**config.mk**
```make
export PLATFORM = sky130hd
export DESIGN_NAME = reaction_diffusion_residual
export DESIGN_NICKNAME = d
export VERILOG_FILES = /design/src/rtl/rdr_pkg.sv /design/src/rtl/reaction_diffusion_residual.sv
export VERILOG_INCLUDE_DIRS = /design/src /design/src/rtl
export SDC_FILE = /design/constraint.sdc
export NUM_CORES = 2
export LEC_CHECK = 0
export BUFFER_PORTS_ARGS = -buffer_cell sky130_fd_sc_hd__buf_4
export CAP_MARGIN = 20
export CORE_ASPECT_RATIO = 0.75
export CORE_MARGIN = 2
export CORE_UTILIZATION = 45
export DETAILED_ROUTE_END_ITERATION = 8
export HOLD_SLACK_MARGIN = 0.02
export SLEW_MARGIN = 5
export SYNTH_ARGS = -nofsm -noshare
export SYNTH_HDL_FRONTEND = slang
export SYNTH_SLANG_ARGS = --single-unit
export TNS_END_PERCENT = 50
```
**constraint.sdc**
```tcl
create_clock -name clk_i -period 9.9 [get_ports clk_i]
set_input_delay 1.485 -clock clk_i [delete_from_list [all_inputs] [get_ports clk_i]]
set_output_delay 1.485 -clock clk_i [all_outputs]
set_load 0.02 [all_outputs]
```
**src/rtl/assert_macros.svh**
```systemverilog
// ----------------------------------------------------------------------------
// Assertion macros
// Concurrent assertion wrappers shared by the RTL. In synthesis they are empty.
// ----------------------------------------------------------------------------
`ifndef ASSERT_MACROS_SVH
`define ASSERT_MACROS_SVH

`ifndef SYNTH
// Checked on clk_i, disabled while rst_ni is low.
`define RDR_ASSERT(lbl, prop) \
  lbl: assert property (@(posedge clk_i) disable iff (!rst_ni) prop) \
    else $error("assertion failed");
// Checked on clk_i at every edge, reset included.
`define RDR_ASSERT_ALWAYS(lbl, prop) \
  lbl: assert property (@(posedge clk_i) prop) \
    else $error("assertion failed");
`else
`define RDR_ASSERT(lbl, prop)
`define RDR_ASSERT_ALWAYS(lbl, prop)
`endif

`endif

```
**src/rtl/rdr_pkg.sv**
```systemverilog
// ----------------------------------------------------------------------------
// rdr_pkg
// Shared constants, register indexes and helpers of the stencil residual block.
// ----------------------------------------------------------------------------
`default_nettype none

package rdr_pkg;

  localparam int DATA_W         = 32;
  localparam int IDX_W          = 12;
  localparam int CFG_IDX_W      = 2;
  localparam int MAX_POINTS_DEF = 4096;
  localparam int FRAC_BITS_DEF  = 16;

  localparam logic [DATA_W-1:0] LEFT_BND_RST    = 32'd45511;
  localparam logic [DATA_W-1:0] RIGHT_BND_RST   = 32'd728178;
  localparam logic [DATA_W-1:0] REACT_SCALE_RST = 32'd10240;

  localparam logic [DATA_W-1:0] SAT_MAX = 32'h7fff_ffff;
  localparam logic [DATA_W-1:0] SAT_MIN = 32'h8000_0000;

  typedef enum logic [CFG_IDX_W-1:0] {
    CFG_LEFT_BND    = 2'd0,
    CFG_RIGHT_BND   = 2'd1,
    CFG_REACT_SCALE = 2'd2
  } cfg_idx_e;

  // Saturates a 33-bit two's complement value to 32 bits.
  function automatic logic [DATA_W-1:0] sat33(input logic [DATA_W:0] v);
    logic [DATA_W-1:0] r;
    if (v[DATA_W] != v[DATA_W-1]) begin
      r = v[DATA_W] ? SAT_MIN : SAT_MAX;
    end else begin
      r = v[DATA_W-1:0];
    end
    return r;
  endfunction

  // Sign-extends a 32-bit value to 33 bits.
  function automatic logic [DATA_W:0] sext33(input logic [DATA_W-1:0] v);
    return {v[DATA_W-1], v};
  endfunction

endpackage

`default_nettype wire

```
**src/rtl/reaction_diffusion_residual.sv**
```systemverilog
// ----------------------------------------------------------------------------
// reaction_diffusion_residual
// Streams grid values of a 1D reaction-diffusion problem and returns the
// nonlinear three-point residual of each point, using one bit-serial square
// root unit and one multiplier under a small sequencer.
// ----------------------------------------------------------------------------
//  Channel  Direction  Handshake              Payload
//  cfg      in         cfg_valid_i/cfg_ready_o cfg_index_i, cfg_data_i
//  in       in         in_valid_i/in_ready_o   grid_value_i, is_last_i
//  out      out        out_valid_o/out_ready_i residual_o, point_index_o,
//                                              negative_root_o, last_result_o
//
//  Points 0 and 1 need no square root. An interior request runs through the
//  square root unit, which resolves one root bit per cycle, then through the
//  multiply and sum steps; a negative centre value skips the root.
//  The final point emits its second result from the emit step.
//  Input ready is low while a request is in work; a stalled output holds
//  the sequencer in its emit step. Reset returns the stream to point 0.
// ----------------------------------------------------------------------------
`default_nettype none
`include "assert_macros.svh"

module reaction_diffusion_residual #(
  parameter int MAX_POINTS = rdr_pkg::MAX_POINTS_DEF,
  parameter int FRAC_BITS  = rdr_pkg::FRAC_BITS_DEF
) (
  input  wire logic                           clk_i,
  input  wire logic                           rst_ni,
  input  wire logic                           cfg_valid_i,
  output logic                                cfg_ready_o,
  input  wire logic [rdr_pkg::CFG_IDX_W-1:0]  cfg_index_i,
  input  wire logic [rdr_pkg::DATA_W-1:0]     cfg_data_i,
  input  wire logic                           in_valid_i,
  output logic                                in_ready_o,
  input  wire logic [rdr_pkg::DATA_W-1:0]     grid_value_i,
  input  wire logic                           is_last_i,
  output logic                                out_valid_o,
  input  wire logic                           out_ready_i,
  output logic [rdr_pkg::DATA_W-1:0]          residual_o,
  output logic [rdr_pkg::IDX_W-1:0]           point_index_o,
  output logic                                negative_root_o,
  output logic                                last_result_o
);

  localparam int DW  = rdr_pkg::DATA_W;
  localparam int CW  = $clog2(MAX_POINTS);
  localparam int XW  = DW - 1 + FRAC_BITS;
  localparam int RW  = (XW + 1) / 2;
  localparam int RMW = RW + 2;
  localparam int IW  = $clog2(RW + 1);
  localparam int PW  = DW + RW;
  localparam int RPW = PW + 1 - FRAC_BITS;
  localparam int SW  = ((RPW > 34) ? RPW : 34) + 2;
  localparam logic [PW:0] RND_ONE =
    {{(PW - FRAC_BITS + 1){1'b0}}, 1'b1, {(FRAC_BITS - 1){1'b0}}};

  typedef enum logic [2:0] {
    S_IDLE,
    S_ROOT,
    S_MUL,
    S_SUM,
    S_EMIT
  } state_e;

  // Configuration registers.
  logic [DW-1:0] left_bnd_q, right_bnd_q, scale_q;

  always_ff @(posedge clk_i or negedge rst_ni) begin
    if (!rst_ni) begin
      left_bnd_q  <= rdr_pkg::LEFT_BND_RST;
      right_bnd_q <= rdr_pkg::RIGHT_BND_RST;
      scale_q     <= rdr_pkg::REACT_SCALE_RST;
    end else if (cfg_valid_i) begin
      case (cfg_index_i)
        rdr_pkg::CFG_LEFT_BND:    left_bnd_q  <= cfg_data_i;
        rdr_pkg::CFG_RIGHT_BND:   right_bnd_q <= cfg_data_i;
        rdr_pkg::CFG_REACT_SCALE: scale_q     <= cfg_data_i;
        default: ;
      endcase
    end
  end

  assign cfg_ready_o = 1'b1;

  state_e          state_q, state_d;
  logic [CW-1:0]   pc_q, pc_d;
  logic [DW-1:0]   left_q, left_d;
  logic [DW-1:0]   centre_q, centre_d;
  logic [DW-1:0]   c_q, c_d;
  logic [DW-1:0]   u_q, u_d;
  logic [DW:0]     lr_q, lr_d;
  logic [CW-1:0]   pt_q, pt_d;
  logic            neg_q, neg_d;
  logic [2*RW-1:0] x_q, x_d;
  logic [RMW-1:0]  rem_q, rem_d;
  logic [RW-1:0]   root_q, root_d;
  logic [IW-1:0]   iter_q, iter_d;
  logic [PW-1:0]   prod_q, prod_d;
  logic [DW-1:0]   pres_q, pres_d;
  logic [CW-1:0]   pidx_q, pidx_d;
  logic            pneg_q, pneg_d;
  logic            plast_q, plast_d;
  logic            second_q, second_d;
  logic            out_valid_q, out_valid_d;
  logic [DW-1:0]   out_res_q, out_res_d;
  logic [CW-1:0]   out_idx_q, out_idx_d;
  logic            out_neg_q, out_neg_d;
  logic            out_last_q, out_last_d;

  // One step of the restoring square root.
  logic [RMW-1:0] rem_sh, trial;
  logic           take;

  assign rem_sh = {rem_q[RMW-3:0], x_q[2*RW-1 -: 2]};
  assign trial  = {root_q, 2'b01};
  assign take   = (rem_sh >= trial);

  // Rounded product and final sum.
  logic [PW:0]   rnd_sum;
  logic [SW-1:0] total;
  logic [SW-32:0] total_hi;
  logic [DW-1:0] total_sat;

  assign rnd_sum  = {1'b0, prod_q} + RND_ONE;
  assign total    = (SW'($signed(c_q)) <<< 1) - SW'($signed(lr_q))
                    + SW'(rnd_sum[PW:FRAC_BITS]);
  assign total_hi = total[SW-1:DW-1];
  assign total_sat = (&total_hi || ~|total_hi) ? total[DW-1:0] :
                     (total[SW-1] ? rdr_pkg::SAT_MIN : rdr_pkg::SAT_MAX);

  logic          last_pt;
  logic [DW-1:0] l_sel, r_sel;

  assign last_pt = is_last_i || (pc_q >= CW'(MAX_POINTS - 1));
  assign l_sel   = (pc_q == CW'(2)) ? left_bnd_q : left_q;
  assign r_sel   = (last_pt && (pc_q != CW'(2))) ? right_bnd_q : grid_value_i;

  assign in_ready_o = (state_q == S_IDLE);

  always_comb begin
    state_d     = state_q;
    pc_d        = pc_q;
    left_d      = left_q;
    centre_d    = centre_q;
    c_d         = c_q;
    u_d         = u_q;
    lr_d        = lr_q;
    pt_d        = pt_q;
    neg_d       = neg_q;
    x_d         = x_q;
    rem_d       = rem_q;
    root_d      = root_q;
    iter_d      = iter_q;
    prod_d      = prod_q;
    pres_d      = pres_q;
    pidx_d      = pidx_q;
    pneg_d      = pneg_q;
    plast_d     = plast_q;
    second_d    = second_q;
    out_valid_d = out_valid_q;
    out_res_d   = out_res_q;
    out_idx_d   = out_idx_q;
    out_neg_d   = out_neg_q;
    out_last_d  = out_last_q;

    if (out_valid_q && out_ready_i) begin
      out_valid_d = 1'b0;
    end

    case (state_q)
      S_IDLE: begin
        if (in_valid_i) begin
          if (pc_q == '0) begin
            pres_d   = rdr_pkg::sat33(rdr_pkg::sext33(grid_value_i)
                                      - rdr_pkg::sext33(left_bnd_q));
            pidx_d   = '0;
            pneg_d   = 1'b0;
            plast_d  = 1'b0;
            second_d = 1'b0;
            pc_d     = CW'(1);
            state_d  = S_EMIT;
          end else if (pc_q == CW'(1)) begin
            centre_d = grid_value_i;
            pc_d     = CW'(2);
          end else begin
            c_d      = centre_q;
            u_d      = grid_value_i;
            lr_d     = rdr_pkg::sext33(l_sel) + rdr_pkg::sext33(r_sel);
            pt_d     = pc_q;
            pidx_d   = pc_q - CW'(1);
            second_d = last_pt;
            if (last_pt) begin
              pc_d = '0;
            end else begin
              left_d   = centre_q;
              centre_d = grid_value_i;
              pc_d     = pc_q + CW'(1);
            end
            root_d = '0;
            rem_d  = '0;
            iter_d = '0;
            x_d    = (2*RW)'({centre_q[DW-2:0], {FRAC_BITS{1'b0}}});
            if (centre_q[DW-1]) begin
              neg_d   = 1'b1;
              state_d = S_MUL;
            end else begin
              neg_d   = 1'b0;
              state_d = S_ROOT;
            end
          end
        end
      end
      S_ROOT: begin
        x_d = x_q << 2;
        if (take) begin
          rem_d  = rem_sh - trial;
          root_d = {root_q[RW-2:0], 1'b1};
        end else begin
          rem_d  = rem_sh;
          root_d = {root_q[RW-2:0], 1'b0};
        end
        iter_d = iter_q + IW'(1);
        if (iter_q == IW'(RW - 1)) begin
          state_d = S_MUL;
        end
      end
      S_MUL: begin
        prod_d  = scale_q * root_q;
        state_d = S_SUM;
      end
      S_SUM: begin
        pres_d  = total_sat;
        pneg_d  = neg_q;
        plast_d = 1'b0;
        state_d = S_EMIT;
      end
      S_EMIT: begin
        if (!out_valid_q || out_ready_i) begin
          out_valid_d = 1'b1;
          out_res_d   = pres_q;
          out_idx_d   = pidx_q;
          out_neg_d   = pneg_q;
          out_last_d  = plast_q;
          if (second_q) begin
            pres_d   = rdr_pkg::sat33(rdr_pkg::sext33(u_q)
                                      - rdr_pkg::sext33(right_bnd_q));
            pidx_d   = pt_q;
            pneg_d   = 1'b0;
            plast_d  = 1'b1;
            second_d = 1'b0;
          end else begin
            state_d = S_IDLE;
          end
        end
      end
      default: begin
        state_d = S_IDLE;
      end
    endcase
  end

  always_ff @(posedge clk_i or negedge rst_ni) begin
    if (!rst_ni) begin
      state_q     <= S_IDLE;
      pc_q        <= '0;
      left_q      <= '0;
      centre_q    <= '0;
      c_q         <= '0;
      u_q         <= '0;
      lr_q        <= '0;
      pt_q        <= '0;
      neg_q       <= 1'b0;
      x_q         <= '0;
      rem_q       <= '0;
      root_q      <= '0;
      iter_q      <= '0;
      prod_q      <= '0;
      pres_q      <= '0;
      pidx_q      <= '0;
      pneg_q      <= 1'b0;
      plast_q     <= 1'b0;
      second_q    <= 1'b0;
      out_valid_q <= 1'b0;
      out_res_q   <= '0;
      out_idx_q   <= '0;
      out_neg_q   <= 1'b0;
      out_last_q  <= 1'b0;
    end else begin
      state_q     <= state_d;
      pc_q        <= pc_d;
      left_q      <= left_d;
      centre_q    <= centre_d;
      c_q         <= c_d;
      u_q         <= u_d;
      lr_q        <= lr_d;
      pt_q        <= pt_d;
      neg_q       <= neg_d;
      x_q         <= x_d;
      rem_q       <= rem_d;
      root_q      <= root_d;
      iter_q      <= iter_d;
      prod_q      <= prod_d;
      pres_q      <= pres_d;
      pidx_q      <= pidx_d;
      pneg_q      <= pneg_d;
      plast_q     <= plast_d;
      second_q    <= second_d;
      out_valid_q <= out_valid_d;
      out_res_q   <= out_res_d;
      out_idx_q   <= out_idx_d;
      out_neg_q   <= out_neg_d;
      out_last_q  <= out_last_d;
    end
  end

  assign out_valid_o     = out_valid_q;
  assign residual_o      = out_res_q;
  assign point_index_o   = rdr_pkg::IDX_W'(out_idx_q);
  assign negative_root_o = out_neg_q;
  assign last_result_o   = out_last_q;

  // A second grid point produces no result and leaves the block idle.
  `RDR_ASSERT(a_point1_silent, (in_valid_i && in_ready_o && pc_q == CW'(1)) |=> (state_q == S_IDLE))
  // The root iteration count never runs past the root width.
  `RDR_ASSERT(a_iter_range, (state_q == S_ROOT) |-> (iter_q < IW'(RW)))
  // A negative-root flag only comes with an interior point.
  `RDR_ASSERT(a_neg_interior, (out_valid_o && negative_root_o) |-> (!last_result_o && point_index_o != '0))
  // The final result is pending only after the point counter has wrapped.
  `RDR_ASSERT(a_last_wraps, (state_q == S_EMIT && plast_q && !second_q) |-> (pc_q == '0))

endmodule

`default_nettype wire
```
==> impl_metrics.toml <==
[synth]
ys_seq_elements = 504
synth_edf_count = 0
netlist_instances = 6064
ys_types = 83
syn_area_per_cell_um2 = 8.981
ys.warnings.count = 0
async_flop_share = 1.000
synth_nets = 7188
synth_ff_type = "dfrtp_1"
syn_area_mm2 = 0.05446
ys_seq_area_frac = 0.2321

[finish]
layout-drive-gt1-share = 0.09003
final_common_cell = "nand2_1"
syn_to_final_growth_pct = 8.473
reg.largest.list = "prod_q x41, lr_q x33"
top_register = "prod_q"
largest_reg_flops = 41
layout_common_cells = "nand2_1, inv_1, fa_1"
nets = 7164

[critical_path]
worst-r2r-setup-slack_ns = 1.02
cpMostUsedCell = "fa_1"
slowest_stage = "dfrtp_1"
critPathMaxFanout = 23
arrival_ns = 9.39
critPathMaxStageDelay_ns = 1.03
reg2regPathDepth = 28
critPathKind = "reg2reg"
r2r-end = "prod_q[52]$_DFFE_PN0P_"
r2r_start = "root_q[3]$_DFFE_PN0P_"
cp.required_ns = 10.41
cp-end-kind = "register"
timing.critical_path.from_type = "register"

[sta]
fin_crit_ns = 8.881
slew_violations = 0
fin_ws_ns = 1.019
grt_setup_unrepaired = "no"
post-route-period-util = 0.8971
fmax_ghz = 0.1126
tns_ns = 0
setup_viol = 0
final.setup_skew_ns = 0.05329
finalHoldViolations = 0
worst_slew_pin_slew_ns = 1.179
relSlewSlack = 0.2137

[clocking]
clk_path_buf_depth = 3
cts.sinks = 504
hold_buffers = 0
clk_pin_slew_ns = 0.06
cts_buffers = 55
clkLatencyLatePin_ns = 0.67
cts_setup_buffers = 0
cts_tree = "yes"
cts_resized = 0
htreeDepth = 2
cts_root_buf = "clkbuf_16"

[floorplan]
coreArea_mm2 = 0.1200
die_h_um = 305.3
num_io_pins = 121
fp.dieW_um = 405.7
rows = 110
initial_core_util = 0.4538
die_area_mm2 = 0.1239

[grt]
grt_pass1_vias = 42420
gr-usage-all-layers = 0.2675
antenna_found_initial = 10
grt_max_degree = 141
grt_pass1_wl_um = 254200
grt_overflow = 0

[route]
wirelength_um = 162100
drtPass1Iterations = 6
vias = 42100
post-route-drc-count = 0
post_drt_wl_per_cell_um = 21.01
drt-initial-drc-count = 3427
via_per_inst = 5.456
drtAntennaViolNets = 0

[place]
hpwl_um = 128800
place_ws_ns = 1.175
io_buffers = 119
place.gp.congestion = 0.9006

[flow_run]
maxCapViolations = 0

[hold_path]
hp-class = "reg2reg"
hold_end = "x_q[33]$_DFFE_PN0P_"
hold_depth = 2
hp-start = "x_q[33]$_DFFE_PN0P_"

[outcome]
status = "finished clean"
==> per-stage QoR <==
step                        util  hold WS [ns]  instances  instance area [µm²]
after global routing      0.4922        0.4907       7712                59070
after floorplan                -        0.4386       6064                54460
final                     0.4922        0.4685       7716                59080
after detailed placement  0.4753        0.4569       7605                57050
after global placement    0.4753        0.4505       7605                57050
after CTS                 0.4917        0.4702       7709                59010
==> layout make-up <==
class / instances / area [µm²]
sequential: 504 / 12640
timing repair buffer: 211 / 1657
tap: 1624 / 2032
antenna: 5 / 12.51
multi-input combinational: 4377 / 37430
clock inverter: 32 / 450.4
fill: 11530 / 60940
inverter: 891 / 3344
clock buffer: 72 / 1510
==> cell families (layout without fill, tap and decap cells) <==
group	Yosys count	count (layout)	synth area share
compound gates	939	939	0.1053
other cells	1	6	0.00006886
buf+inv	1183	1206	0.08216
simple gates	1972	1972	0.1672
xor+xnor	223	223	0.03586
fa+ha+maj	1052	1052	0.3385
flops	504	504	0.2321
mux	190	190	0.03892
==> Yosys cell counts (13+ instances only) <==
master / number / area share
dfstp_2: 21 / 0.010
dfrtp_1: 483 / 0.22
xor2_1: 94 / 0.015
nand4_1: 38 / 0.0044
clkbuf_1: 269 / 0.019
and2_1: 399 / 0.046
a22oi_1: 26 / 0.0036
nor3_1: 40 / 0.0037
o21bai_1: 21 / 0.0029
o21ai_0: 313 / 0.029
o31ai_1: 14 / 0.0019
a211oi_1: 19 / 0.0026
ha_1: 350 / 0.080
mux2i_1: 16 / 0.0029
o21a_1: 29 / 0.0040
or3_1: 14 / 0.0016
fa_1: 702 / 0.26
xnor2_1: 129 / 0.021
a31oi_1: 35 / 0.0040
o22ai_1: 27 / 0.0031
mux2_2: 174 / 0.036
nor2b_1: 25 / 0.0029
nor2_1: 184 / 0.013
nand2_1: 1053 / 0.073
a21o_1: 100 / 0.014
nand2b_1: 29 / 0.0033
inv_1: 891 / 0.061
nand3_1: 108 / 0.0099
and3_1: 33 / 0.0038
a21oi_1: 251 / 0.023
or2_2: 13 / 0.0015
==> worst max-delay path by stage <==
stage,start,endpoint,slack (ns),cells past startpoint
after floorplan,root_q[3]$_DFFE_PN0P_,prod_q[52]$_DFFE_PN0P_,2.33,28
after global placement,scale_q[8]$_DFFE_PN0P_,prod_q[52]$_DFFE_PN0P_,1.20,25
after detailed placement,root_q[3]$_DFFE_PN0P_,prod_q[52]$_DFFE_PN0P_,1.17,28
after CTS,root_q[3]$_DFFE_PN0P_,prod_q[52]$_DFFE_PN0P_,1.18,28
after global routing,root_q[3]$_DFFE_PN0P_,prod_q[52]$_DFFE_PN0P_,0.60,28
final,root_q[3]$_DFFE_PN0P_,prod_q[52]$_DFFE_PN0P_,1.02,28
==> layer usage <==
metal	routed length [µm]	track usage
met3	15630	0.06718
met4	4386	0.06631
met5	17	0
met2	66520	0.3790
met1	75550	0.4057
==> worst max-delay path, delay by kind of cell (launching register included) <==
kind,cells,cell delay [ns]
DFF,1,1.03
adders and majority gates,8,3.73
buffers and inverters,7,0.84
AOI/OAI and AO/OA,10,2.89
and+or+nand+nor,3,0.29
Power is not shown: default switching activity piles up to over one toggle a cycle in this logic, so the estimate is an artifact.
